<file path="src/kc_pkg.sv">
package kc_pkg;

   localparam logic [4:0] KEY_SIGN   = 5'd10;
   localparam logic [4:0] KEY_ADD    = 5'd11;
   localparam logic [4:0] KEY_ROOT   = 5'd16;
   localparam logic [4:0] KEY_ON     = 5'd17;
   localparam logic [4:0] KEY_DIGITS = 5'd10;

   typedef enum logic [2:0] {
      OP_ADD = 3'd0,
      OP_SUB = 3'd1,
      OP_MUL = 3'd2,
      OP_DIV = 3'd3,
      OP_EQ  = 3'd4
   } op_type;

   typedef enum logic [1:0] {
      MODE_MUL,
      MODE_DIV,
      MODE_SQRT
   } mode_type;

   typedef enum logic [1:0] {
      ST_IDLE,
      ST_APPLY,
      ST_POST,
      ST_ROOT
   } state_type;

   typedef struct packed {
      logic     start;
      mode_type mode;
   } ctl_type;

endpackage

</file>
<file path="src/kc_serial_unit.sv">
module kc_serial_unit #(
   parameter int NUM_WIDTH = 64
) (
   input  logic                 clock,
   input  logic                 reset,
   input  kc_pkg::ctl_type      ctl,
   input  logic [NUM_WIDTH-1:0] opa,
   input  logic [NUM_WIDTH-1:0] opb,
   output logic                 done,
   output logic [NUM_WIDTH-1:0] result
);

   localparam int SW = (NUM_WIDTH + 1) / 2;
   localparam int VW = 2 * SW;
   localparam int CW = $clog2(NUM_WIDTH + 1);

   logic                 busy_ff, busy_in;
   logic                 done_ff, done_in;
   logic [CW-1:0]        cnt_ff, cnt_in;
   kc_pkg::mode_type     mode_ff, mode_in;
   logic                 neg_ff, neg_in;
   logic [NUM_WIDTH:0]   rem_ff, rem_in;
   logic [NUM_WIDTH-1:0] d_ff, d_in;
   logic [NUM_WIDTH-1:0] q_ff, q_in;
   logic [VW-1:0]        v_ff, v_in;
   logic [NUM_WIDTH:0]   shifted;
   logic [NUM_WIDTH:0]   trial;

   always_comb begin
      busy_in = busy_ff;
      done_in = 1'b0;
      cnt_in  = cnt_ff;
      mode_in = mode_ff;
      neg_in  = neg_ff;
      rem_in  = rem_ff;
      d_in    = d_ff;
      q_in    = q_ff;
      v_in    = v_ff;
      shifted = '0;
      trial   = '0;
      if (ctl.start) begin
         busy_in = 1'b1;
         mode_in = ctl.mode;
         rem_in  = '0;
         neg_in  = 1'b0;
         v_in    = VW'(opa);
         case (ctl.mode)
            kc_pkg::MODE_MUL: begin
               cnt_in = CW'(NUM_WIDTH);
               d_in   = opa;
               q_in   = opb;
            end
            kc_pkg::MODE_DIV: begin
               cnt_in = CW'(NUM_WIDTH);
               d_in   = opb[NUM_WIDTH-1] ? (~opb + 1'b1) : opb;
               q_in   = opa[NUM_WIDTH-1] ? (~opa + 1'b1) : opa;
               neg_in = opa[NUM_WIDTH-1] ^ opb[NUM_WIDTH-1];
            end
            default: begin
               cnt_in = CW'(SW);
               q_in   = '0;
            end
         endcase
      end else if (busy_ff) begin
         case (mode_ff)
            kc_pkg::MODE_MUL: begin
               // Shift-and-add, one multiplier bit per cycle, low half only.
               if (q_ff[0]) begin
                  rem_in = {1'b0, rem_ff[NUM_WIDTH-1:0] + d_ff};
               end
               d_in = {d_ff[NUM_WIDTH-2:0], 1'b0};
               q_in = {1'b0, q_ff[NUM_WIDTH-1:1]};
            end
            kc_pkg::MODE_DIV: begin
               shifted = {rem_ff[NUM_WIDTH-1:0], q_ff[NUM_WIDTH-1]};
               if (shifted >= {1'b0, d_ff}) begin
                  rem_in = shifted - {1'b0, d_ff};
                  q_in   = {q_ff[NUM_WIDTH-2:0], 1'b1};
               end else begin
                  rem_in = shifted;
                  q_in   = {q_ff[NUM_WIDTH-2:0], 1'b0};
               end
            end
            default: begin
               // Digit-by-digit root, one pair of radicand bits per cycle.
               shifted = {rem_ff[NUM_WIDTH-2:0], v_ff[VW-1:VW-2]};
               trial   = {q_ff[NUM_WIDTH-2:0], 2'b01};
               if (shifted >= trial) begin
                  rem_in = shifted - trial;
                  q_in   = {q_ff[NUM_WIDTH-2:0], 1'b1};
               end else begin
                  rem_in = shifted;
                  q_in   = {q_ff[NUM_WIDTH-2:0], 1'b0};
               end
               v_in = {v_ff[VW-3:0], 2'b00};
            end
         endcase
         cnt_in = cnt_ff - 1'b1;
         if (cnt_ff == CW'(1)) begin
            busy_in = 1'b0;
            done_in = 1'b1;
         end
      end
   end

   always_ff @(posedge clock) begin
      if (reset) begin
         busy_ff <= 1'b0;
         done_ff <= 1'b0;
         cnt_ff  <= '0;
         mode_ff <= kc_pkg::MODE_MUL;
      end else begin
         busy_ff <= busy_in;
         done_ff <= done_in;
         cnt_ff  <= cnt_in;
         mode_ff <= mode_in;
      end
      neg_ff <= neg_in;
      rem_ff <= rem_in;
      d_ff   <= d_in;
      q_ff   <= q_in;
      v_ff   <= v_in;
   end

   assign done = done_ff;

   always_comb begin
      case (mode_ff)
         kc_pkg::MODE_MUL: result = rem_ff[NUM_WIDTH-1:0];
         kc_pkg::MODE_DIV: result = neg_ff ? (~q_ff + 1'b1) : q_ff;
         default:          result = q_ff;
      endcase
   end

endmodule

</file>
<file path="src/keypad_calculator_core_unit.sv">
// Digit, sign, on and ignored keys answer straight from the idle state; add, subtract and
// equals answer from the post state; multiply and divide first run the bit-serial unit in
// the apply state, and sqrt then runs the unit once more in the root state after the path
// before it. One key word is in flight at a time; the next is taken after the response word
// is taken. Synchronous reset gives accumulator 0, entry 0, pending equals, showing result
// set and error clear.
module keypad_calculator_core_unit #(
   parameter int NUM_WIDTH = 64
) (
   input  logic         clock,
   input  logic         reset,
   input  logic         req_tvalid,
   output logic         req_tready,
   input  logic [7:0]   req_tdata,   // key [4:0], zero [7:5]
   output logic         rsp_tvalid,
   input  logic         rsp_tready,
   output logic [135:0] rsp_tdata    // accumulator [63:0], entry [127:64],
                                     // pending_op [130:128], showing_result [131],
                                     // error [132], zero [135:133]
);

   kc_pkg::state_type    state_ff, state_in;
   logic [NUM_WIDTH-1:0] acc_ff, acc_in;
   logic [NUM_WIDTH-1:0] entry_ff, entry_in;
   kc_pkg::op_type       op_ff, op_in;
   logic                 show_ff, show_in;
   logic                 err_ff, err_in;
   logic [4:0]           key_ff, key_in;
   logic                 rsp_valid_ff, rsp_valid_in;
   kc_pkg::ctl_type      ctl;
   logic                 unit_done;
   logic [NUM_WIDTH-1:0] unit_result;
   logic [4:0]           key;
   logic                 emit;

   kc_serial_unit #(.NUM_WIDTH(NUM_WIDTH)) u_serial (
      .clock  (clock),
      .reset  (reset),
      .ctl    (ctl),
      .opa    (acc_ff),
      .opb    (entry_ff),
      .done   (unit_done),
      .result (unit_result)
   );

   assign req_tready = (state_ff == kc_pkg::ST_IDLE) && !rsp_valid_ff;
   assign key        = req_tdata[4:0];

   always_comb begin
      state_in   = state_ff;
      acc_in     = acc_ff;
      entry_in   = entry_ff;
      op_in      = op_ff;
      show_in    = show_ff;
      err_in     = err_ff;
      key_in     = key_ff;
      ctl.start  = 1'b0;
      ctl.mode   = kc_pkg::MODE_MUL;
      emit       = 1'b0;
      case (state_ff)
         kc_pkg::ST_IDLE: begin
            if (req_tvalid && req_tready) begin
               key_in = key;
               if (key == kc_pkg::KEY_ON) begin
                  acc_in   = '0;
                  entry_in = '0;
                  op_in    = kc_pkg::OP_EQ;
                  show_in  = 1'b1;
                  err_in   = 1'b0;
                  emit     = 1'b1;
               end else if (err_ff) begin
                  emit = 1'b1;
               end else if (key < kc_pkg::KEY_DIGITS) begin
                  if (show_ff) begin
                     show_in = 1'b0;
                     if (op_ff == kc_pkg::OP_EQ) begin
                        acc_in = '0;
                     end
                  end
                  entry_in = {entry_ff[NUM_WIDTH-4:0], 3'b000}
                           + {entry_ff[NUM_WIDTH-2:0], 1'b0} + NUM_WIDTH'(key);
                  emit = 1'b1;
               end else if (key == kc_pkg::KEY_SIGN) begin
                  entry_in = ~entry_ff + 1'b1;
                  emit     = 1'b1;
               end else if (key >= kc_pkg::KEY_ADD && key <= kc_pkg::KEY_ROOT) begin
                  state_in = kc_pkg::ST_POST;
                  if (!show_ff) begin
                     entry_in = '0;
                     case (op_ff)
                        kc_pkg::OP_ADD: acc_in = acc_ff + entry_ff;
                        kc_pkg::OP_SUB: acc_in = acc_ff - entry_ff;
                        kc_pkg::OP_EQ:  acc_in = entry_ff;
                        kc_pkg::OP_MUL: begin
                           entry_in  = entry_ff;
                           ctl.start = 1'b1;
                           ctl.mode  = kc_pkg::MODE_MUL;
                           state_in  = kc_pkg::ST_APPLY;
                        end
                        kc_pkg::OP_DIV: begin
                           if (entry_ff == '0) begin
                              err_in = 1'b1;
                           end else begin
                              entry_in  = entry_ff;
                              ctl.start = 1'b1;
                              ctl.mode  = kc_pkg::MODE_DIV;
                              state_in  = kc_pkg::ST_APPLY;
                           end
                        end
                        default: err_in = 1'b1;
                     endcase
                  end
               end else begin
                  emit = 1'b1;
               end
            end
         end
         kc_pkg::ST_APPLY: begin
            if (unit_done) begin
               acc_in   = unit_result;
               entry_in = '0;
               state_in = kc_pkg::ST_POST;
            end
         end
         kc_pkg::ST_POST: begin
            show_in = 1'b1;
            if (key_ff == kc_pkg::KEY_ROOT) begin
               op_in = kc_pkg::OP_EQ;
               if (acc_ff[NUM_WIDTH-1]) begin
                  err_in   = 1'b1;
                  emit     = 1'b1;
                  state_in = kc_pkg::ST_IDLE;
               end else begin
                  ctl.start = 1'b1;
                  ctl.mode  = kc_pkg::MODE_SQRT;
                  state_in  = kc_pkg::ST_ROOT;
               end
            end else begin
               op_in    = kc_pkg::op_type'(3'(key_ff - kc_pkg::KEY_ADD));
               emit     = 1'b1;
               state_in = kc_pkg::ST_IDLE;
            end
         end
         kc_pkg::ST_ROOT: begin
            if (unit_done) begin
               acc_in   = unit_result;
               emit     = 1'b1;
               state_in = kc_pkg::ST_IDLE;
            end
         end
         default: state_in = kc_pkg::ST_IDLE;
      endcase
      rsp_valid_in = rsp_valid_ff;
      if (rsp_valid_ff && rsp_tready) begin
         rsp_valid_in = 1'b0;
      end
      if (emit) begin
         rsp_valid_in = 1'b1;
      end
   end

   always_ff @(posedge clock) begin
      if (reset) begin
         state_ff     <= kc_pkg::ST_IDLE;
         acc_ff       <= '0;
         entry_ff     <= '0;
         op_ff        <= kc_pkg::OP_EQ;
         show_ff      <= 1'b1;
         err_ff       <= 1'b0;
         rsp_valid_ff <= 1'b0;
      end else begin
         state_ff     <= state_in;
         acc_ff       <= acc_in;
         entry_ff     <= entry_in;
         op_ff        <= op_in;
         show_ff      <= show_in;
         err_ff       <= err_in;
         rsp_valid_ff <= rsp_valid_in;
      end
      key_ff <= key_in;
   end

   // State registers hold still until the response word is taken.
   assign rsp_tvalid = rsp_valid_ff;
   assign rsp_tdata  = {3'b000, err_ff, show_ff, op_ff,
                        64'($signed(entry_ff)), 64'($signed(acc_ff))};

endmodule
</file>
<file path="config.mk">
export PLATFORM = sky130hd
export DESIGN_NAME = keypad_calculator_core_unit
export DESIGN_NICKNAME = d
export VERILOG_FILES = /design/src/kc_pkg.sv /design/src/kc_serial_unit.sv /design/src/keypad_calculator_core_unit.sv
export SDC_FILE = /design/constraint.sdc
export NUM_CORES = 2
export LEC_CHECK = 0
export BUFFER_PORTS_ARGS = -buffer_cell sky130_fd_sc_hd__buf_4
export CAP_MARGIN = 10
export CORE_ASPECT_RATIO = 1.1
export CORE_MARGIN = 10
export CORE_UTILIZATION = 45
export CTS_CLUSTER_SIZE = 14
export DETAILED_ROUTE_END_ITERATION = 16
export SLEW_MARGIN = 20
export SYNTH_ARGS = -nofsm -noshare
export SYNTH_HDL_FRONTEND = slang
export SYNTH_SLANG_ARGS = --single-unit
</file>
<file path="constraint.sdc">
create_clock -name clock -period 19.3 [get_ports clock]
set_clock_uncertainty 0.05 [all_clocks]
set_input_delay 3.86 -clock clock [delete_from_list [all_inputs] [get_ports clock]]
set_output_delay 3.86 -clock clock [all_outputs]
set_load 0.1 [all_outputs]
</file>
* Yosys cells after proc, flatten, opt, wreduce, memory -nomap -nowiden *
Cells that the tools add are included.

storage, ports and cells
  logic and storage cells = 220
  output and inout bits = 138
  bits of input ports = 12
  register bits = 409

operators by class
  $add $sub $neg = 12
  magnitude comparators = 5
  mux-type cells = 110
  reduce and logical (&&, ||, !) cells = 31
  bitwise operators = 5
  equal/unequal tests = 40

operators with widths
  cell                                                                      number
  64-bit 2-to-1 mux                                                         33
  64-bit one-hot mux with 2 select lines                                    8
  64-bit by 1-bit adder with 64-bit output (second input constant)          3
  64-bit adder                                                              3
  64-bit NOT                                                                3
  64-bit one-hot mux with 3 select lines                                    1
  64-bit subtractor                                                         3
  65-bit by 64-bit greater-or-equal comparator with 1-bit output            1
  65-bit greater-or-equal comparator                                        1
  64-bit by 5-bit adder with 64-bit output                                  1
  64-bit logical NOT                                                        1
  3-bit 2-to-1 mux                                                          13
  1-bit 2-to-1 mux                                                          31
  2-bit 2-to-1 mux                                                          12
  7-bit 2-to-1 mux                                                          3
  3-bit one-hot mux with 2 select lines                                     3
  2-bit by 1-bit inequality test with 1-bit output (second input constant)  8
  8-bit AND reduction                                                       2
  2-bit inequality test (second input constant)                             6
  2-bit nonzero test                                                        6
  5-bit equality test (second input constant)                               2
  10-bit AND reduction                                                      1
  4-bit inequality test (second input constant)                             2
  8-bit by 6-bit inequality test with 1-bit output (second input constant)  1
  other kinds (37)                                                          55

* Logic depth before layout (Yosys ltp) *
  depth after elaboration = 15
  depth in mapped cells = 24
  depth with buffers taken out = 22

* Cells and area by module *
From an unflattened synthesis, not the netlist that was laid out.

second synthesis, totals
  cells, all modules = 6,625
  area, all modules = 48,929.4 um^2

modules (own cells, without submodules)
  module                       cells an instance  area each (um^2)  times used  sequential area each (um^2)
  kc_serial_unit               4,246              31,994.4          1           7,297.0
  keypad_calculator_core_unit  2,379              16,935.0          1           2,872.8

* Least setup slack after synthesis *
No wires, ideal clock.

  path kind = input-to-reg
  from = in req_tdata[1]
  to = reg u_serial.d_ff[0], enable pin
  buffers on the path = 1
  stages = 7
  library setup time = 0.507 ns
  path slack = 10.118 ns
  arrival = 8.625 ns
  data required time = 18.743 ns
  path through = or2_2 > or3b_2 > o22a_1 > nor2_1 > nand3_1 > clkbuf_1 > a21oi_1

between the ends
  cells in the longest elaborated chain, start to end = 12
  elaborated cells on any way between the ends = 19
  those cells by class = 3 x order compare; 4 x eq/ne; 7 x mux; 5 x reduce/logical

RTL lines
  what                                                                                                        line                               RTL
  start: declaration                                                                                          keypad_calculator_core_unit.sv:14  input logic [7:0] req_tdata,
  5-bit by 4-bit greater-or-equal comparator with 1-bit output / 5-bit <= comparator (equally long branches)  keypad_calculator_core_unit.sv:86  end else if (key >= kc_pkg::KEY_ADD && key <= kc_pkg::KEY_ROOT) begin
  1-bit logical AND                                                                                           keypad_calculator_core_unit.sv:86
  3-bit 2-to-1 mux                                                                                            keypad_calculator_core_unit.sv:86
  3-bit 2-to-1 mux                                                                                            keypad_calculator_core_unit.sv:83  end else if (key == kc_pkg::KEY_SIGN) begin
  3-bit 2-to-1 mux                                                                                            keypad_calculator_core_unit.sv:73  end else if (key < kc_pkg::KEY_DIGITS) begin
  3-bit 2-to-1 mux                                                                                            keypad_calculator_core_unit.sv:71  end else if (err_ff) begin
  3-bit 2-to-1 mux (*)                                                                                        keypad_calculator_core_unit.sv:64  if (key == kc_pkg::KEY_ON) begin
  3-bit 2-to-1 mux (*)                                                                                        keypad_calculator_core_unit.sv:62  if (req_tvalid && req_tready) begin
  3-bit one-hot mux with 2 select lines (*)                                                                   keypad_calculator_core_unit.sv:60  case (state_ff)
  2-bit by 1-bit equality test with 1-bit output / 2-bit logical NOT (equally long branches)                  kc_serial_unit.sv:47               case (ctl.mode)
  3-bit by 1-bit inequality test with 1-bit output (no source line)                                           --
  3-bit AND reduction (no source line) (*)                                                                    --
  end signal: assignment                                                                                      kc_serial_unit.sv:120              d_ff <= d_in;
  end: declaration                                                                                            kc_serial_unit.sv:23               logic [NUM_WIDTH-1:0] d_ff, d_in;

Mark *: on every way between the ends. The rest lies on a longest branch, timed or not.
A chain may end at the register's enable or synchronous reset.

* Worst setup path after layout *
  from = in req_tdata[1]
  to = reg entry_ff[54]

between the ends
  cells in the longest elaborated chain, start to end = 7
  elaborated cells on any way between the ends = 19
  those cells by class = 1 x add/sub; 3 x order compare; 7 x eq/ne; 6 x mux; 2 x reduce/logical

RTL lines
  what                                                                                              line                                RTL
  parallel branches: the longest is 7 deep, another holds 64-bit by 5-bit adder with 64-bit output  --
  end signal: assignment                                                                            keypad_calculator_core_unit.sv:174  entry_ff <= entry_in;
  end: declaration                                                                                  keypad_calculator_core_unit.sv:24   logic [NUM_WIDTH-1:0] entry_ff, entry_in;

Parallel ways; which one is timed is not known. The select of a mux whose other input is x is not followed.

==> impl_metrics.py <==
metrics = {
    "detailed_routing": {
        "drc": 0,
        "drt_iter0_drc": 5713,
        "drtAntennaViolNets": 0,
        "vias": 49800,
        "drt_first_pass_iters": 8,
        "wire_per_inst_um": 24.8,
        "avgViaCountPerCell": 6.39,
        "drt_wl_total_um": 193000,
    },
    "hold_path": {
        "hold_path.startpoint": "u_serial.v_ff[55]",
        "min_delay_path_depth": 2,
        "min_to": "u_serial.v_ff[57]",
        "holdCritPathClass": "reg -> reg",
    },
    "timing": {
        "rsz0062_at_grt": "false",
        "worst_slew_margin_rel_pct": 23.4,
        "maxSlewViolCount": 0,
        "period_share_pct": 41.8,
        "worst_pin_slew_ns": 1.14,
        "clock.fmax_mhz": 124,
        "finalSetupViolCount": 0,
        "finalCriticalPeriod_ns": 8.06,
        "tns_ns": 0,
        "hold_viol": 0,
    },
    "worst_setup_path": {
        "crit_buf_inv": 2,
        "endpoint_kind": "flip-flop",
        "timing.rr.start": "entry_ff[2]",
        "reg2reg_to": "acc_ff[60]",
        "start_kind": "input pin",
        "r2r_setup_slack_ns": 12.04,
        "crit_fanout": 23,
        "max_stage_delay_ns": 0.75,
        "cpMaxStageDelayCell": "nor2_1",
        "worstPathCellList": "buf_4 -> or2_2 -> nor3b_1 -> nand2_1 -> a211o_1 -> a21o_1 -> a31oi_1 -> o21a_1 -> buf_4 -> nand2_1 -> nor2_1 -> o21ai_0 -> o221ai_1",
        "cp.required_ns": 19.77,
        "reg2regPathDepth": 21,
        "path_class": "in -> reg",
        "critical_path.top_delay_family": "simple AND/OR/NAND/NOR gates",
        "cp.arrival_ns": 8.53,
    },
    "placement": {
        "hpwlAfterDp_um": 149000,
        "dpl-instance-area_mm2": 0.0489,
        "dp_cells": 7695,
        "gp_congestion": 0.975,
        "port_buffers": 143,
    },
    "global_route": {
        "grt_pass1_vias": 46000,
        "grt_use_total_pct": 30.8,
        "grt-ovfl-total": 0,
        "antenna_found_initial": 4,
        "grt_pass1_wl_um": 287000,
        "grt_max_degree": 142,
    },
    "clock_network": {
        "cts_tree": "yes",
        "root_buffer": "clkbuf_16",
        "cts_setup_buffers": 0,
        "cts_buffer_depth": 3,
        "cts_buffers": 49,
        "clk_latency_ns": 0.64,
        "cts_sinks": 409,
        "cts_hold_buf": 0,
        "path_clk_slew_ns": 0.07,
        "htreeDepth": 2,
        "cts_resized": 0,
    },
    "cells_and_area": {
        "fin_cells": 7786,
        "fin_area_mm2": 0.0507,
        "finish.utilization_pct": 48.7,
        "nets": 6762,
        "fill_cells": 10500,
        "area_growth_pct": 7.22,
        "diodes": 0,
        "drive_gt1_share_pct": 6.56,
    },
    "yosys": {
        "yosysMostFrequentCell": "nand2_1",
        "synth_edf_count": 198,
        "synthArstFlopShare_pct": 0,
        "synth_common_cells": "nand2_1 (934), a21oi_1 (683), o21ai_0 (598)",
        "seq_area_frac_synth_pct": 21.5,
        "ys_types": 98,
        "ys_warn_count": 0,
        "synthTopCellsByArea": "edfxtp_1 (13%), ha_1 (10%), dfxtp_1 (8.9%), nand2_1 (7.4%), a21oi_1 (7.2%)",
        "synth_top_area_share_pct": 12.6,
        "yosysTopAreaCell": "edfxtp_1",
        "ys.flop_type": "dfxtp_1",
        "synth_area_mm2": 0.0473,
        "synth_area_per_cell_um2": 7.19,
        "syn_inst": 6572,
        "synth-seq-cells": 409,
    },
    "outcome": {
        "status": "complete, no violations",
    },
    "floorplan": {
        "ios": 150,
        "die_area_mm2": 0.118,
        "start_util_pct": 45.4,
        "row_count": 124,
        "core_mm2": 0.104,
        "fp.dieW_um": 329,
        "die_h_um": 360,
    },
    "power_and_ir_drop": {
        "power.total_mw": 3.80,
        "p_per_area_mw_per_mm2": 75.0,
        "leakagePower_nw": 21.4,
        "max-vdd-ir-drop_mv": 0.0656,
    },
    "run": {
        "drv_cap": 0,
    },
}
[power breakdown]
| group | switching, mW | internal (mW) |
|---|---|---|
| registers | 0.122 | 0.943 |
| clock network | 0.424 | 0.599 |
| logic | 1.08 | 0.628 |
| total | 1.63 | 2.17 |
[cell families after synthesis]
group | share of synthesized area, %
buf+inv | 5.92
fa+ha+maj | 10.4
compound gates | 31.3
mux | 0.874
simple gates | 21.1
xor+xnor | 8.84
other cells | 0.00794
flops | 21.5
[how the worst max path moves through the flow]
stage	startpoint	cells after the start	end	slack [ns]
5_1_grt	req_tdata[3]	16	entry_ff[60]	10.95
2_1_floorplan	req_tdata[1]	7	u_serial.d_ff[0]	10.12
6_report	req_tdata[1]	13	entry_ff[54]	11.24
3_3_place_gp	req_tdata[1]	12	entry_ff[55]	10.36
3_5_place_dp	req_tdata[3]	16	entry_ff[56]	10.69
4_1_cts	req_tdata[1]	13	entry_ff[54]	11.34
[final cells by class]
class                      instances  area, um2  area share [%]
timing repair buffer             221       1680            3.32
tap                             1386       1730            3.42
multi-input combinational       5438      34400            68.0
clock buffer                      70       1510            2.99
clock inverter                    21        216           0.427
sequential                       409      10200            20.1
inverter                         241        907            1.79
[routing by layer]
metal / global-route usage [%] / part of all wire (%) / vias up
met2: 46.7 / 43 / 2267
met1: 43.8 / 45 / 23400
met4: 12.4 / 4.5 / 0
met3: 3.72 / 8.1 / 340
li1: - / - / 23800
met5: 0 / 0 / -
[layout by cell type, fill, tap and decap left out, types with 24 or more instances in the layout]
| cell | n |
|---|---|
| nand2_1 | 932 |
| inv_1 | 237 |
| dfxtp_1 | 206 |
| a221oi_1 | 78 |
| nor3_1 | 184 |
| nand2b_1 | 44 |
| o31ai_1 | 58 |
| nand3_1 | 128 |
| xnor2_1 | 220 |
| a21oi_1 | 682 |
| ha_1 | 384 |
| a22oi_1 | 81 |
| edfxtp_1 | 198 |
| o21a_1 | 46 |
| mux2i_1 | 39 |
| or2_2 | 37 |
| a21o_1 | 189 |
| nor2b_1 | 29 |
| and3_1 | 38 |
| or4_1 | 35 |
| o41ai_1 | 24 |
| clkbuf_16 | 56 |
| o211ai_1 | 66 |
| nor2_1 | 432 |
| a31oi_1 | 95 |
| a211oi_1 | 49 |
| or3_1 | 67 |
| o21ai_0 | 598 |
| nor4_1 | 30 |
| and2_1 | 26 |
| o21bai_1 | 59 |
| o221ai_1 | 39 |
| o22ai_1 | 86 |
| nand4_1 | 92 |
| buf_4 | 219 |
| xor2_1 | 257 |
[sequential cells by signal, summed over array words and instances (netlist names), 2 cells and up]
| name | count |
|---|---|
| acc_ff | 64 |
| entry_ff | 64 |
| u_serial.d_ff | 64 |
| u_serial.q_ff | 64 |
| u_serial.rem_ff | 64 |
| u_serial.v_ff | 64 |
| u_serial.cnt_ff | 7 |
| key_ff | 5 |
| op_ff | 3 |
| state_ff | 2 |
| u_serial.mode_ff | 2 |
[through the flow]
| stage | worst slack [ns] | hold WS, ns |
|---|---|---|
| 2_1_floorplan | 10.12 | 0.434 |
| 3_3_place_gp | 10.36 | 0.444 |
| 4_1_cts | 11.34 | 0.448 |
| 6_report | 11.24 | 0.455 |
| 5_1_grt | 10.95 | 0.466 |
| 3_5_place_dp | 10.69 | 0.445 |
[worst min-delay path: stages (launching register included)]
cell and delay (ns):
edfxtp_1 0.32, nand2_1 0.04, nand2_1 0.05
(Power assumes the default switching activity.)
